$ cat src/rtl/rcfd_pkg.sv
// Shared types, constants and field helpers for the remote-control frame decoder.
package rcfd_pkg;

  // Frame geometry
  localparam int FRAME_LEN = 18;
  localparam int CNT_W     = $clog2(FRAME_LEN + 1);
  localparam logic [CNT_W-1:0] LAST_POS = CNT_W'(FRAME_LEN - 1);
  localparam logic [CNT_W-1:0] FULL_CNT = CNT_W'(FRAME_LEN);

  // Smoothing window default
  localparam int SMOOTH_DEPTH_DEF = 8;

  // Output sum range (19-bit signed)
  localparam int SUM_W = 19;
  localparam logic signed [31:0] SUM_MAX = 32'sd262143;
  localparam logic signed [31:0] SUM_MIN = -32'sd262144;

  // Frame-to-back queue depth
  localparam int QDEPTH = 2;

  // One complete frame, byte 0 in the lowest slot
  typedef logic [FRAME_LEN-1:0][7:0] frame_t;

  // Raw 11-bit channel minus 1024, as 11-bit two's complement
  function automatic logic [10:0] chan_offset(input logic [10:0] raw);
    chan_offset = {~raw[10], raw[9:0]};
  endfunction

endpackage

$ cat src/rtl/rcfd_front.sv
// Front end: collects received bytes into a frame and hands complete frames on.
module rcfd_front (
  input  logic            clk,
  input  logic            rst,
  input  logic [7:0]      rx_byte,
  input  logic            frame_start,
  input  logic            accept,
  output logic            frame_push,
  output rcfd_pkg::frame_t frame_data
);
  import rcfd_pkg::*;

  logic [CNT_W-1:0] byte_count;
  logic [7:0]       store [FRAME_LEN-1];
  logic             open_slot;

  // A plain byte lands only inside an open, unfinished frame
  assign open_slot  = (byte_count != '0) && (byte_count < FULL_CNT);
  assign frame_push = accept && !frame_start && (byte_count == LAST_POS);

  // Complete frame: stored bytes plus the closing byte
  always_comb begin
    for (int i = 0; i < FRAME_LEN - 1; i++) begin
      frame_data[i] = store[i];
    end
    frame_data[FRAME_LEN-1] = rx_byte;
  end

  // Byte counter
  always_ff @(posedge clk) begin
    if (rst) begin
      byte_count <= '0;
    end else if (accept) begin
      if (frame_start) begin
        byte_count <= CNT_W'(1);
      end else if (open_slot) begin
        byte_count <= byte_count + CNT_W'(1);
      end
    end
  end

  // Frame byte store; the closing byte goes straight to the queue
  always_ff @(posedge clk) begin
    if (accept) begin
      if (frame_start) begin
        store[0] <= rx_byte;
      end else if (open_slot && (byte_count != LAST_POS)) begin
        store[byte_count] <= rx_byte;
      end
    end
  end

endmodule

$ cat src/rtl/rcfd_queue.sv
// Short frame queue between the front end and the back end.
module rcfd_queue (
  input  logic             clk,
  input  logic             rst,
  input  logic             push,
  input  rcfd_pkg::frame_t push_data,
  output logic             full,
  input  logic             pop,
  output rcfd_pkg::frame_t pop_data,
  output logic             empty
);
  import rcfd_pkg::*;

  localparam int PTR_W = $clog2(QDEPTH);

  frame_t           mem [QDEPTH];
  logic [PTR_W-1:0] wr_ptr;
  logic [PTR_W-1:0] rd_ptr;
  logic [PTR_W:0]   count;

  assign full     = (count == (PTR_W + 1)'(QDEPTH));
  assign empty    = (count == '0);
  assign pop_data = mem[rd_ptr];

  // Pointers and fill count
  always_ff @(posedge clk) begin
    if (rst) begin
      wr_ptr <= '0;
      rd_ptr <= '0;
      count  <= '0;
    end else begin
      if (push) begin
        wr_ptr <= (wr_ptr == PTR_W'(QDEPTH - 1)) ? '0 : wr_ptr + PTR_W'(1);
      end
      if (pop) begin
        rd_ptr <= (rd_ptr == PTR_W'(QDEPTH - 1)) ? '0 : rd_ptr + PTR_W'(1);
      end
      unique case ({push, pop})
        2'b10:   count <= count + (PTR_W + 1)'(1);
        2'b01:   count <= count - (PTR_W + 1)'(1);
        default: count <= count;
      endcase
    end
  end

  // Entry storage
  always_ff @(posedge clk) begin
    if (push) begin
      mem[wr_ptr] <= push_data;
    end
  end

endmodule

$ cat src/rtl/rcfd_back.sv
// Back end: decodes a frame, updates the mouse smoothing window, holds the result.
module rcfd_back #(
  parameter int SMOOTH_DEPTH = rcfd_pkg::SMOOTH_DEPTH_DEF
) (
  input  logic                clk,
  input  logic                rst,
  input  rcfd_pkg::frame_t    frame_data,
  input  logic                frame_avail,
  output logic                frame_take,
  input  logic                pop,
  output logic                empty,
  output logic signed [10:0]  stick_ch0,
  output logic signed [10:0]  stick_ch1,
  output logic signed [10:0]  stick_ch2,
  output logic signed [10:0]  stick_ch3,
  output logic signed [10:0]  wheel_value,
  output logic [3:0]          switch_bits,
  output logic signed [15:0]  mouse_speed_x,
  output logic signed [15:0]  mouse_speed_y,
  output logic signed [15:0]  mouse_speed_z,
  output logic signed [18:0]  smooth_x_sum,
  output logic signed [18:0]  smooth_y_sum,
  output logic [17:0]         key_buttons
);
  import rcfd_pkg::*;

  // Exact window totals: 16-bit speeds times the depth
  localparam int TOT_W = 17 + $clog2(SMOOTH_DEPTH);

  logic signed [15:0]      x_hist [SMOOTH_DEPTH];
  logic signed [15:0]      y_hist [SMOOTH_DEPTH];
  logic signed [TOT_W-1:0] x_total;
  logic signed [TOT_W-1:0] y_total;
  logic signed [TOT_W-1:0] x_total_next;
  logic signed [TOT_W-1:0] y_total_next;
  logic signed [31:0]      x_wide;
  logic signed [31:0]      y_wide;
  logic signed [15:0]      sx;
  logic signed [15:0]      sy;
  logic                    out_valid;

  assign empty      = !out_valid;
  assign frame_take = frame_avail && (!out_valid || pop);

  assign sx = {frame_data[7], frame_data[6]};
  assign sy = {frame_data[9], frame_data[8]};

  // Window totals: drop the oldest speed, add the new one
  always_comb begin
    x_total_next = x_total - TOT_W'(x_hist[SMOOTH_DEPTH-1]) + TOT_W'(sx);
    y_total_next = y_total - TOT_W'(y_hist[SMOOTH_DEPTH-1]) + TOT_W'(sy);
    x_wide       = 32'(x_total_next);
    y_wide       = 32'(y_total_next);
  end

  // History windows and totals
  always_ff @(posedge clk) begin
    if (rst) begin
      x_total <= '0;
      y_total <= '0;
      for (int i = 0; i < SMOOTH_DEPTH; i++) begin
        x_hist[i] <= '0;
        y_hist[i] <= '0;
      end
    end else if (frame_take) begin
      x_total   <= x_total_next;
      y_total   <= y_total_next;
      x_hist[0] <= sx;
      y_hist[0] <= sy;
      for (int i = 1; i < SMOOTH_DEPTH; i++) begin
        x_hist[i] <= x_hist[i-1];
        y_hist[i] <= y_hist[i-1];
      end
    end
  end

  // Result valid
  always_ff @(posedge clk) begin
    if (rst) begin
      out_valid <= 1'b0;
    end else if (frame_take) begin
      out_valid <= 1'b1;
    end else if (pop) begin
      out_valid <= 1'b0;
    end
  end

  // Result fields
  always_ff @(posedge clk) begin
    if (frame_take) begin
      stick_ch0   <= chan_offset({frame_data[1][2:0], frame_data[0]});
      stick_ch1   <= chan_offset({frame_data[2][5:0], frame_data[1][7:3]});
      stick_ch2   <= chan_offset({frame_data[4][0], frame_data[3], frame_data[2][7:6]});
      stick_ch3   <= chan_offset({frame_data[5][3:0], frame_data[4][7:1]});
      wheel_value <= chan_offset({frame_data[17][2:0], frame_data[16]});
      switch_bits <= frame_data[5][7:4];
      mouse_speed_x <= sx;
      mouse_speed_y <= sy;
      mouse_speed_z <= {frame_data[11], frame_data[10]};
      key_buttons <= {frame_data[13][0], frame_data[12][0], frame_data[15], frame_data[14]};
      // Saturate the totals to the output range
      if (x_wide > SUM_MAX) begin
        smooth_x_sum <= SUM_W'(SUM_MAX);
      end else if (x_wide < SUM_MIN) begin
        smooth_x_sum <= SUM_W'(SUM_MIN);
      end else begin
        smooth_x_sum <= SUM_W'(x_wide);
      end
      if (y_wide > SUM_MAX) begin
        smooth_y_sum <= SUM_W'(SUM_MAX);
      end else if (y_wide < SUM_MIN) begin
        smooth_y_sum <= SUM_W'(SUM_MIN);
      end else begin
        smooth_y_sum <= SUM_W'(y_wide);
      end
    end
  end

endmodule

$ cat src/rtl/rc_frame_decoder_with_mouse_smoothing.sv
// Top level: remote-control frame decoder with mouse-speed smoothing.
// A frame is queued on its 18th byte, then decoded from the queue into the result registers;
//   a result still waiting to be popped holds later frames in the queue.
// Throughput: one byte per cycle unless full; full needs two frames behind an unpopped result.
// Reset (rst, synchronous): byte count, queue and result valid cleared;
//   smoothing windows and totals cleared to zero.
module rc_frame_decoder_with_mouse_smoothing #(
  parameter int SMOOTH_DEPTH = rcfd_pkg::SMOOTH_DEPTH_DEF
) (
  input  logic               clk,
  input  logic               rst,
  input  logic               push,
  output logic               full,
  input  logic [7:0]         rx_byte,
  input  logic               frame_start,
  input  logic               pop,
  output logic               empty,
  output logic signed [10:0] stick_ch0,
  output logic signed [10:0] stick_ch1,
  output logic signed [10:0] stick_ch2,
  output logic signed [10:0] stick_ch3,
  output logic signed [10:0] wheel_value,
  output logic [3:0]         switch_bits,
  output logic signed [15:0] mouse_speed_x,
  output logic signed [15:0] mouse_speed_y,
  output logic signed [15:0] mouse_speed_z,
  output logic signed [18:0] smooth_x_sum,
  output logic signed [18:0] smooth_y_sum,
  output logic [17:0]        key_buttons
);
  import rcfd_pkg::*;

  logic   accept;
  logic   q_push;
  logic   q_full;
  logic   q_pop;
  logic   q_empty;
  frame_t q_in;
  frame_t q_out;

  assign full   = q_full;
  assign accept = push && !q_full;

  // Byte collection
  rcfd_front u_front (
    .clk         (clk),
    .rst         (rst),
    .rx_byte     (rx_byte),
    .frame_start (frame_start),
    .accept      (accept),
    .frame_push  (q_push),
    .frame_data  (q_in)
  );

  // Frame queue
  rcfd_queue u_queue (
    .clk       (clk),
    .rst       (rst),
    .push      (q_push),
    .push_data (q_in),
    .full      (q_full),
    .pop       (q_pop),
    .pop_data  (q_out),
    .empty     (q_empty)
  );

  // Decode and smoothing
  rcfd_back #(
    .SMOOTH_DEPTH (SMOOTH_DEPTH)
  ) u_back (
    .clk           (clk),
    .rst           (rst),
    .frame_data    (q_out),
    .frame_avail   (!q_empty),
    .frame_take    (q_pop),
    .pop           (pop),
    .empty         (empty),
    .stick_ch0     (stick_ch0),
    .stick_ch1     (stick_ch1),
    .stick_ch2     (stick_ch2),
    .stick_ch3     (stick_ch3),
    .wheel_value   (wheel_value),
    .switch_bits   (switch_bits),
    .mouse_speed_x (mouse_speed_x),
    .mouse_speed_y (mouse_speed_y),
    .mouse_speed_z (mouse_speed_z),
    .smooth_x_sum  (smooth_x_sum),
    .smooth_y_sum  (smooth_y_sum),
    .key_buttons   (key_buttons)
  );

  // A frame enters the queue only on an accepted closing beat
  a_push_on_close: assert property (@(posedge clk) disable iff (rst)
    q_push |-> (accept && !frame_start))
    else $error("frame queued without a closing beat");

  // Never queue into a full queue
  a_no_overflow: assert property (@(posedge clk) disable iff (rst)
    q_push |-> !q_full)
    else $error("frame queue overflow");

  // Never take from an empty queue
  a_no_underflow: assert property (@(posedge clk) disable iff (rst)
    q_pop |-> !q_empty)
    else $error("frame queue underflow");

  // A new result appears only after a frame was taken from the queue
  a_result_from_frame: assert property (@(posedge clk) disable iff (rst)
    $fell(empty) |-> $past(q_pop))
    else $error("result appeared without a frame");

endmodule
$ cat config.mk
export PLATFORM = sky130hd
export DESIGN_NAME = rc_frame_decoder_with_mouse_smoothing
export DESIGN_NICKNAME = d
export VERILOG_FILES = /design/src/rtl/rcfd_pkg.sv /design/src/rtl/rcfd_front.sv /design/src/rtl/rcfd_queue.sv /design/src/rtl/rcfd_back.sv /design/src/rtl/rc_frame_decoder_with_mouse_smoothing.sv
export SDC_FILE = /design/constraint.sdc
export NUM_CORES = 1
export LEC_CHECK = 0
export BUFFER_PORTS_ARGS = -buffer_cell sky130_fd_sc_hd__buf_2
export CORE_UTILIZATION = 30
export DETAILED_ROUTE_END_ITERATION = 8
export PLACE_DENSITY = 0.43
export RECOVER_POWER = 100
export SYNTH_ARGS = -nofsm -noshare
export SYNTH_HDL_FRONTEND = slang
export SYNTH_SLANG_ARGS = --single-unit
export TNS_END_PERCENT = 50
$ cat constraint.sdc
create_clock -name clk -period 24.4 [get_ports clk]
set_input_delay 1.22 -clock clk [delete_from_list [all_inputs] [get_ports clk]]
set_output_delay 1.22 -clock clk [all_outputs]
set_load 0.02 [all_outputs]
# Word-level counts from Yosys, hierarchy flattened
# Memories as Yosys holds them, arrays and structs flattened. A register that Yosys moved wholly into a read port is not among the register bits.
# Index checks and enable logic that the tools add are counted.
word_totals:
  regBits: 213
  latchBits: 0
  mem_bits_rw: 680
  mem_bits_ro: 0
  input_bits: 13
  out_inout_bits: 165
  wordCells: 125
  memories: 4
memory_table:
  columns: ["name", "words", "word_bits", "rd", "rd_ports_with_merged_regs", "write_ports", "line_no", "source"]
  rows:
  - ["u_queue.mem", 2, 144, 1, 1, 1, "rcfd_queue.sv:16", "frame_t mem [QDEPTH];"]
  - ["u_front.store", 17, 8, 17, 0, 1, "rcfd_front.sv:14", "logic [7:0] store [FRAME_LEN-1];"]
  - ["u_back.x_hist", 8, 16, 8, 0, 8, "rcfd_back.sv:30", "logic signed [15:0] x_hist [SMOOTH_DEPTH];"]
  - ["u_back.y_hist", 8, 16, 8, 0, 8, "rcfd_back.sv:31", "logic signed [15:0] y_hist [SMOOTH_DEPTH];"]
classes:
  addsub: 9
  mul: 0
  n_div: 0
  magnitude_cmp: 5
  eq_ne: 5
  shift: 0
  mux: 44
  bitwise_logic: 21
  n_reduce_logical: 18
ops:
  columns: ["op", "n"]
  rows:
  - ["16-bit 2-to-1 mux", 16]
  - ["20-bit by 16-bit adder with 20-bit output", 2]
  - ["20-bit by 19-bit greater-than comparator with 1-bit output (second input constant)", 2]
  - ["20-bit by 19-bit less-than comparator with 1-bit output (second input constant)", 2]
  - ["20-bit by 16-bit subtractor with 20-bit output", 2]
  - ["19-bit 2-to-1 mux", 2]
  - ["1-bit 2-to-1 mux", 21]
  - ["1-bit bitwise OR", 16]
  - ["5-bit 2-to-1 mux", 3]
  - ["8-bit 2-to-1 mux", 1]
  - ["8-bit OR reduction", 1]
  - ["1-bit logical AND", 6]
  - ["2-bit nonzero test", 3]
  - ["5-bit by 1-bit adder with 5-bit output (second input constant)", 1]
  - ["5-bit equality test (second input constant)", 1]
  - ["5-bit less-than comparator (second input constant)", 1]
  - ["5-bit != test (second input constant)", 1]
  - ["1-bit NOT", 5]
  - ["5-bit nonzero test", 1]
  - ["2-bit equality test (second input constant)", 2]
  - ["1-bit zero test", 4]
  - ["2-bit one-hot mux with 2 select lines", 1]
  - ["1-bit adder (second input constant)", 2]
  - ["2-bit by 1-bit adder with 2-bit output (second input constant)", 1]
  - ["other kinds (5)", 5]

# Logic depth before layout (Yosys ltp)
# Gate-level depths: netlist (run 1).
depth:
  word_depth: 9
  mapped_depth: 16
  mapped_depth_nobuf: 14

# Modules after synthesis
# From an unflattened synthesis (run 1), not the netlist that was laid out.
unflattened:
  hier_cells: 2104
  area_unflattened_um2: 35083.6
by_module_without_submodules:
  columns: ["module", "n_inst", "cells_per_inst", "area_each_um2", "seq_area_each_um2"]
  rows:
  - ["rcfd_back", 1, 1415, 19605.1, 13402.9]
  - ["rcfd_queue", 1, 470, 10824.1, 8748.4]
  - ["rcfd_front", 1, 217, 4636.9, 4184.0]
  - ["rc_frame_decoder_with_mouse_smoothing", 1, 2, 17.5, 0.0]

# Least setup slack after synthesis (run 1)
# OpenSTA, ideal clock, no wires.
synth_timing:
  path_kind: "in2reg"
  from: "in rst"
  to: "mem u_back.x_hist[0][0], enable pin"
  setup_time_ns: 0.663
  t_arrival_ns: 7.890
  required_time_ns: 23.737
  setup_slack_ns: 15.847
  stages: 3
  n_path_buf: 2
  path_cell_list: "clkbuf_1 -> clkbuf_1 -> nand2b_1"
synth_rtl:
  columns: ["item", "line_no", "source"]
  rows:
  - ["start: declaration", "rc_frame_decoder_with_mouse_smoothing.sv:11", "input logic rst,"]
  - ["end: declaration", "rcfd_back.sv:30", null]

==> flow_summary.toml, run 1 <==
[sta]
clock_skew_ns = 0.04173
fmax_mhz = 86.76
final-hold-violation-count = 0
worst_pin_slew_ns = 4.666
setup_ws_ns = 12.87
rsz0062_at_grt = "false"
setup_viol = 0
maxSlewHeadroom = -2.111
drv_slew = 1073
fin_crit_ns = 11.53
fin_tns_setup_ns = 0
finalCritPeriodShare = 0.4724

[critical_path]
crit_path_end_kind = "register"
slowest_delay_ns = 4.51
cp_top_family = "buffers and inverters"
path_class = "in2reg"
cp-start-kind = "primary input"
critPathSlowestCell = "clkinvlp_2"
path_cells = "buf_2, nand2b_1, o21ai_0, clkbuf_1, clkinvlp_2, nand2b_1, clkbuf_1, nor2_1"
cp_max_fo = 97
worstPathRequired_ns = 24.75
cp.arrival_ns = 11.88
crit_buf_inv = 4

[power_and_ir_drop]
p_leak_nw = 12.71
powerDensity_nw_per_um2 = 106.6
ir_worst_vdd_uv = 54.05

[logic_synthesis]
syn_area_sq_um = 32580
yosys.area.top_type = "edfxtp_1"
yosysSeqAreaShare = 0.7604
ys_ff_latch = 842
yosysMostFrequentCell = "edfxtp_1"
synth_edf_count = 791
synth_flop_cell = "edfxtp_1"
synth_cell_type_count = 66
synthTopCellsByArea = "edfxtp_1 (73%), and2_1 (3.2%), dfxtp_1 (3.1%), mux2_2 (3.1%), fa_1 (2.3%)"
synth_top_area_frac = 0.7291
yosysWarnings = 0
syn_inst = 1979
syn-num-nets = 2076
async_flop_share = 0
syn_area_per_cell_sq_um = 16.46
synth_common_cells = "edfxtp_1 (791), and2_1 (165), inv_1 (163)"

[clock_tree]
clock_path_buffers = 3
cts_root_buf = "clkbuf_16"
clkTransAtPathRegs_ns = 0.06
hold_buffers = 0
htree_levels = 3
cts.sinks = 842
clock_latency_ns = 0.67
ctsResizeCount = 0
cts_buffers = 93
cts_tree = "yes"
post_cts_buffers = 0

[placement]
pre_cts_ws_ns = 18.80
io_buffers = 177
gp_congestion = 0.7939
dpl.hpwl_mm = 40.42

[floorplan]
placementRows = 120
core-area_sq_um = 107400
ioPinCount = 178
start_util = 0.3035
die_area_sq_um = 109900
die_x_um = 331.5
fp.dieH_um = 331.5

[routing]
wl_per_cell_um = 18.76
ant_nets = 0
initialDrtViolationCount = 889
drc_errors = 0
vias_per_cell = 4.347
wl_mm = 69.03
dr_total_vias = 15990
dr.pass1.iters = 4

[min_path]
hold_path.class = "reg2reg"

[status]
failed_checks = "max-capacitance violations, max-slew violations"
status = "complete, but fails checks"

[run]
drv_cap = 23

[grt]
antenna_found_initial = 1
grt_pass1_vias = 16870
grt_pass1_wl_mm = 104.6
grt_use_total = 0.1251
grt_overflow = 0
grt_max_degree = 188

[layout]
n_fill_cell = 10290
fin_nets = 2301
diodes = 0
syn2layout_area_growth_pct = 15.70
drive_gt1_frac = 0.09402
==> final cells by class <==
cell class,count,area (sq um),share of cell area
Sequential cell,842,24770,0.6572
Multi-Input combinational cell,906,6864,0.1821
Clock buffer,122,2507,0.06652
Tap cell,1403,1755,0.04657
Timing Repair Buffer,197,759.5,0.02015
Inverter,164,616.8,0.01636
Clock inverter,45,417.9,0.01109
==> logic make-up after synthesis <==
group           after synthesis  share of synthesized area
flops                       842                     0.7604
simple gates                466                    0.07589
buf+inv                     231                    0.02761
compound gates              159                    0.03157
mux                         125                    0.04186
fa+ha+maj                   111                    0.04950
xor+xnor                     45                    0.01313
==> path summary, 6_finish.rpt <==
path                             start                    to  slack (ns)  cells after the start
setup / recovery                   pop  u_back.y_hist[0][13]       12.87                      8
hold / removal    u_front.store[13][0]   u_queue.mem[0][104]        0.44                      0
setup reg to reg      u_queue.count[0]  u_back.y_hist[0][13]       13.13                      6
hold reg to reg   u_front.store[13][0]   u_queue.mem[0][104]        0.44                      0
==> worst reg2reg max path, stage by stage, from the launching register on <==
cell	delay, ns
dfxtp_1	0.36
o21ai_0	0.37
clkbuf_1	2.06
clkinvlp_2	4.54
nand2b_1	2.51
clkbuf_1	0.93
nor2_1	0.19
==> where the power goes <==
| part | switching (W) | leakage [nW] | internal [W] | total, W |
|---|---|---|---|---|
| sequential | 0.0000411 | 7.89 | 0.00177 | 0.00181 |
| clock | 0.000575 | 1.42 | 0.000769 | 0.00134 |
| combinational | 0.000569 | 3.40 | 0.000298 | 0.000867 |
| total | 0.00118 | 12.7 | 0.00283 | 0.00402 |
==> layout by cell type (no fill, tap or decap), drive strengths merged, types with 12 or more instances in the layout <==
master / instances
edfxtp: 791
clkbuf: 315
inv: 165
and2: 165
nand2: 97
mux2: 90
a21oi: 82
nor2: 79
nor2b: 72
dfxtp: 51
ha: 46
fa: 38
clkinv: 37
mux2i: 35
xnor2: 28
maj3: 27
o21ai: 24
xor2: 17
nor3: 12
a21o: 12
==> metal layers <==
layer	vias to the layer above	part of all wire	global-route usage	routed length [um]
li1	7520	-	-	-
met3	124	0.056	0.03473	3836
met1	8045	0.47	0.1681	32140
met5	-	0.00012	0	8
met4	2	0.024	0.03602	1676
met2	302	0.45	0.1971	31380
==> through the flow <==
step / instance area (sq um) / util / hold slack (ns) / total power (W) / std cells
after floorplan: 32580 / - / 0.4215 / 0.002504 / 1979
after global placement: 35160 / 0.3275 / 0.4218 / 0.002730 / 3512
after detailed placement: 35160 / 0.3275 / 0.4290 / 0.002739 / 3512
after CTS: 38080 / 0.3548 / 0.4435 / 0.004109 / 3679
after global routing: 37690 / 0.3511 / 0.4482 / 0.004236 / 3679
final: 37690 / 0.3511 / 0.4429 / 0.004019 / 3679
==> state kept, by name, indices dropped and copies added, names as in the netlist, 2 cells and up, named ones only <==
register              flops
u_back.x_hist           128
u_back.stick_ch3         11
u_back.stick_ch0         11
u_back.y_hist           128
u_back.switch_bits        4
u_back.stick_ch2         11
u_queue.mem             250
u_back.wheel_value       11
u_back.stick_ch1         11
u_queue.count             2
u_front.byte_count        5
u_back.key_buttons       18
u_back.smooth_y_sum      19
u_front.store           122
u_back.y_total           20
u_back.smooth_x_sum      19
u_back.mouse_speed_y     16
u_back.x_total           20
u_back.mouse_speed_z     16
u_back.mouse_speed_x     16
Note: power is estimated with default switching activity, not from simulation.
==> run 2, diff against run 1 <==
==> constraint.sdc (replaced) <==
create_clock -name clk -period 11.1 [get_ports clk]
set_input_delay 0.555 -clock clk [delete_from_list [all_inputs] [get_ports clk]]
set_output_delay 0.555 -clock clk [all_outputs]
set_load 0.02 [all_outputs]
==> flow_summary.toml, run 2 (synthesis results as in run 1) <==
[critical_path]
reg2reg_slack_ns = 4.18
path_class = "in2reg"
cp.arrival_ns = 7.43
cp-start-kind = "primary input"
cp_max_fo = 136
worstPathRequired_ns = 11.48
reg2regPathDepth = 12
r2r-end = "u_back.smooth_x_sum[1]"
crit_path_end_kind = "register"

[min_path]
hold_end = "u_back.out_valid"
holdCritStartpoint = "pop"
min_path_cells = 3
hold_path.class = "in2reg"

[placement]
io_buffers = 177
gp_congestion = 0.7938
dp_cells = 3512
dpl.hpwl_mm = 40.33

[routing]
drc_errors = 0
wl_mm = 68.50
dr.pass1.iters = 5
initialDrtViolationCount = 891
ant_nets = 0
dr_total_vias = 16010
vias_per_cell = 4.341
wl_per_cell_um = 18.57

[sta]
maxSlewHeadroom = -1.885
fin_crit_ns = 7.049
clock_skew_ns = 0.03109
fmax_mhz = 141.9
worst_pin_slew_ns = 4.328
final-hold-violation-count = 0
drv_slew = 718
setup_viol = 0
finalCritPeriodShare = 0.6351
rsz0062_at_grt = "false"
fin_tns_setup_ns = 0
holdWs_ns = 0.2081

[layout]
seq_area_sq_um = 24770
final_cells = 3688
multi_input_comb_area_sq_um = 6850
syn2layout_area_growth_pct = 15.89
layout_commonest_cell = "edfxtp_1"
regMostFlops = "u_queue.mem"
post-route-util = 0.3517
fin_nets = 2303
final_cell_mix = "edfxtp_1 (791), clkbuf_1 (210), inv_1 (163)"
n_fill_cell = 10280
drive_gt1_frac = 0.09764
largest_register_ffs = 250
largest_registers = "u_queue.mem (250), u_back.x_hist (128), u_back.y_hist (128)"

[power_and_ir_drop]
power_frac_clock = 0.338
pwr-share-comb = 0.213
switching_share = 0.2947
power_switching_w = 0.002603
ir_worst_vdd_uv = 109.5
p_seq_frac = 0.449
internal_power_w = 0.006231
powerDensity_nw_per_um2 = 234.0
p_leak_nw = 12.76

[floorplan]
placementRows = 120
fp.dieH_um = 331.5
start_util = 0.3035
ioPinCount = 178
core-area_sq_um = 107400
die_x_um = 331.5
die_area_sq_um = 109900

[clock_tree]
hold_buffers = 0
cts_tree = "yes"
cts_root_buf = "clkbuf_16"
clkTransAtPathRegs_ns = 0.06
post_cts_buffers = 0
clock_latency_ns = 0.66
cts.sinks = 842
cts_buffers = 95
ctsResizeCount = 0
clock_path_buffers = 3
htree_levels = 3

[grt]
grt_pass1_vias = 16820
grt_pass1_wl_mm = 104.8
antenna_found_initial = 3
grt_max_degree = 188
grt_use_total = 0.1250
grt_overflow = 0

[status]
status = "complete, but fails checks"
failed_checks = "max-capacitance violations, max-slew violations"

[run]
drv_cap = 19
==> run 2: changes by cell type in the layout (fill, tap and decap cells not counted), moves of 5 or more <==
| cell | change |
|---|---|
| and2_1 | +28 |
| and2_0 | -28 |
| clkinv_1 | +7 |
| mux2_1 | -5 |
| clkbuf_1 | -6 |
| mux2_2 | +5 |
| clkinvlp_4 | +6 |
==> run 2: worst max-delay path, stage by stage <==
cell,delay [ns]
clkbuf_1,2.08
clkbuf_1,2.30
nor2_1,1.19
buf_4,0.74
and2_0,0.35
==> run 2: final cells by class <==
class                   count  share of cell area
flip-flops and latches    842              0.6562
repair buffers            197             0.02031
clock buffers             116             0.06558
well taps                1403             0.04649
inverters                 164             0.01650
clock inverters            59             0.01345
diodes                      1          0.00006628
multi-input cells         906              0.1814
==> run 2: how the worst max path moves through the flow <==
stage / to / slack (ns) / cells after the start / startpoint
after floorplan: u_back.x_hist[0][0] / 3.21 / 3 / rst
after detailed placement: u_back.smooth_y_sum[1] / 5.52 / 12 / register
final: u_back.x_hist[0][91] / 4.05 / 5 / rst
after global routing: u_back.x_hist[0][91] / 3.14 / 5 / rst
after global placement: u_back.smooth_y_sum[3] / 5.56 / 12 / register
after CTS: u_back.smooth_y_sum[1] / 5.50 / 12 / register
==> run 2: power by group through the flow <==
| stage | Clock, W | Sequential (W) | Combinational, W |
|---|---|---|---|
| floorplan | 0 | 0.00416 | 0.00135 |
| global placement | 0 | 0.00402 | 0.00198 |
| detailed placement | 0 | 0.00402 | 0.00199 |
| CTS | 0.00310 | 0.00396 | 0.00201 |
| global route | 0.00322 | 0.00399 | 0.00211 |
| finish | 0.00299 | 0.00396 | 0.00188 |
==> run 2: metal layers <==
| metal | up-vias | part of all wire | track usage | wire, um |
|---|---|---|---|---|
| li1 | 7539 | - | - | - |
| met1 | 8072 | 0.47 | 0.1706 | 31940 |
| met2 | 302 | 0.46 | 0.1935 | 31470 |
| met3 | 96 | 0.054 | 0.03286 | 3729 |
| met4 | 2 | 0.020 | 0.03968 | 1350 |
| met5 | - | 0.00025 | 0 | 17 |
==> run 2: metrics by stage <==
step	setup WS (ns)	power [W]	instance area, sq um
5_1_grt	3.142	0.009325	37750
3_3_place_gp	5.555	0.006001	35160
6_report	4.051	0.008834	37760
3_5_place_dp	5.519	0.006017	35160
4_1_cts	5.497	0.009068	38140
2_1_floorplan	3.212	0.005505	32580
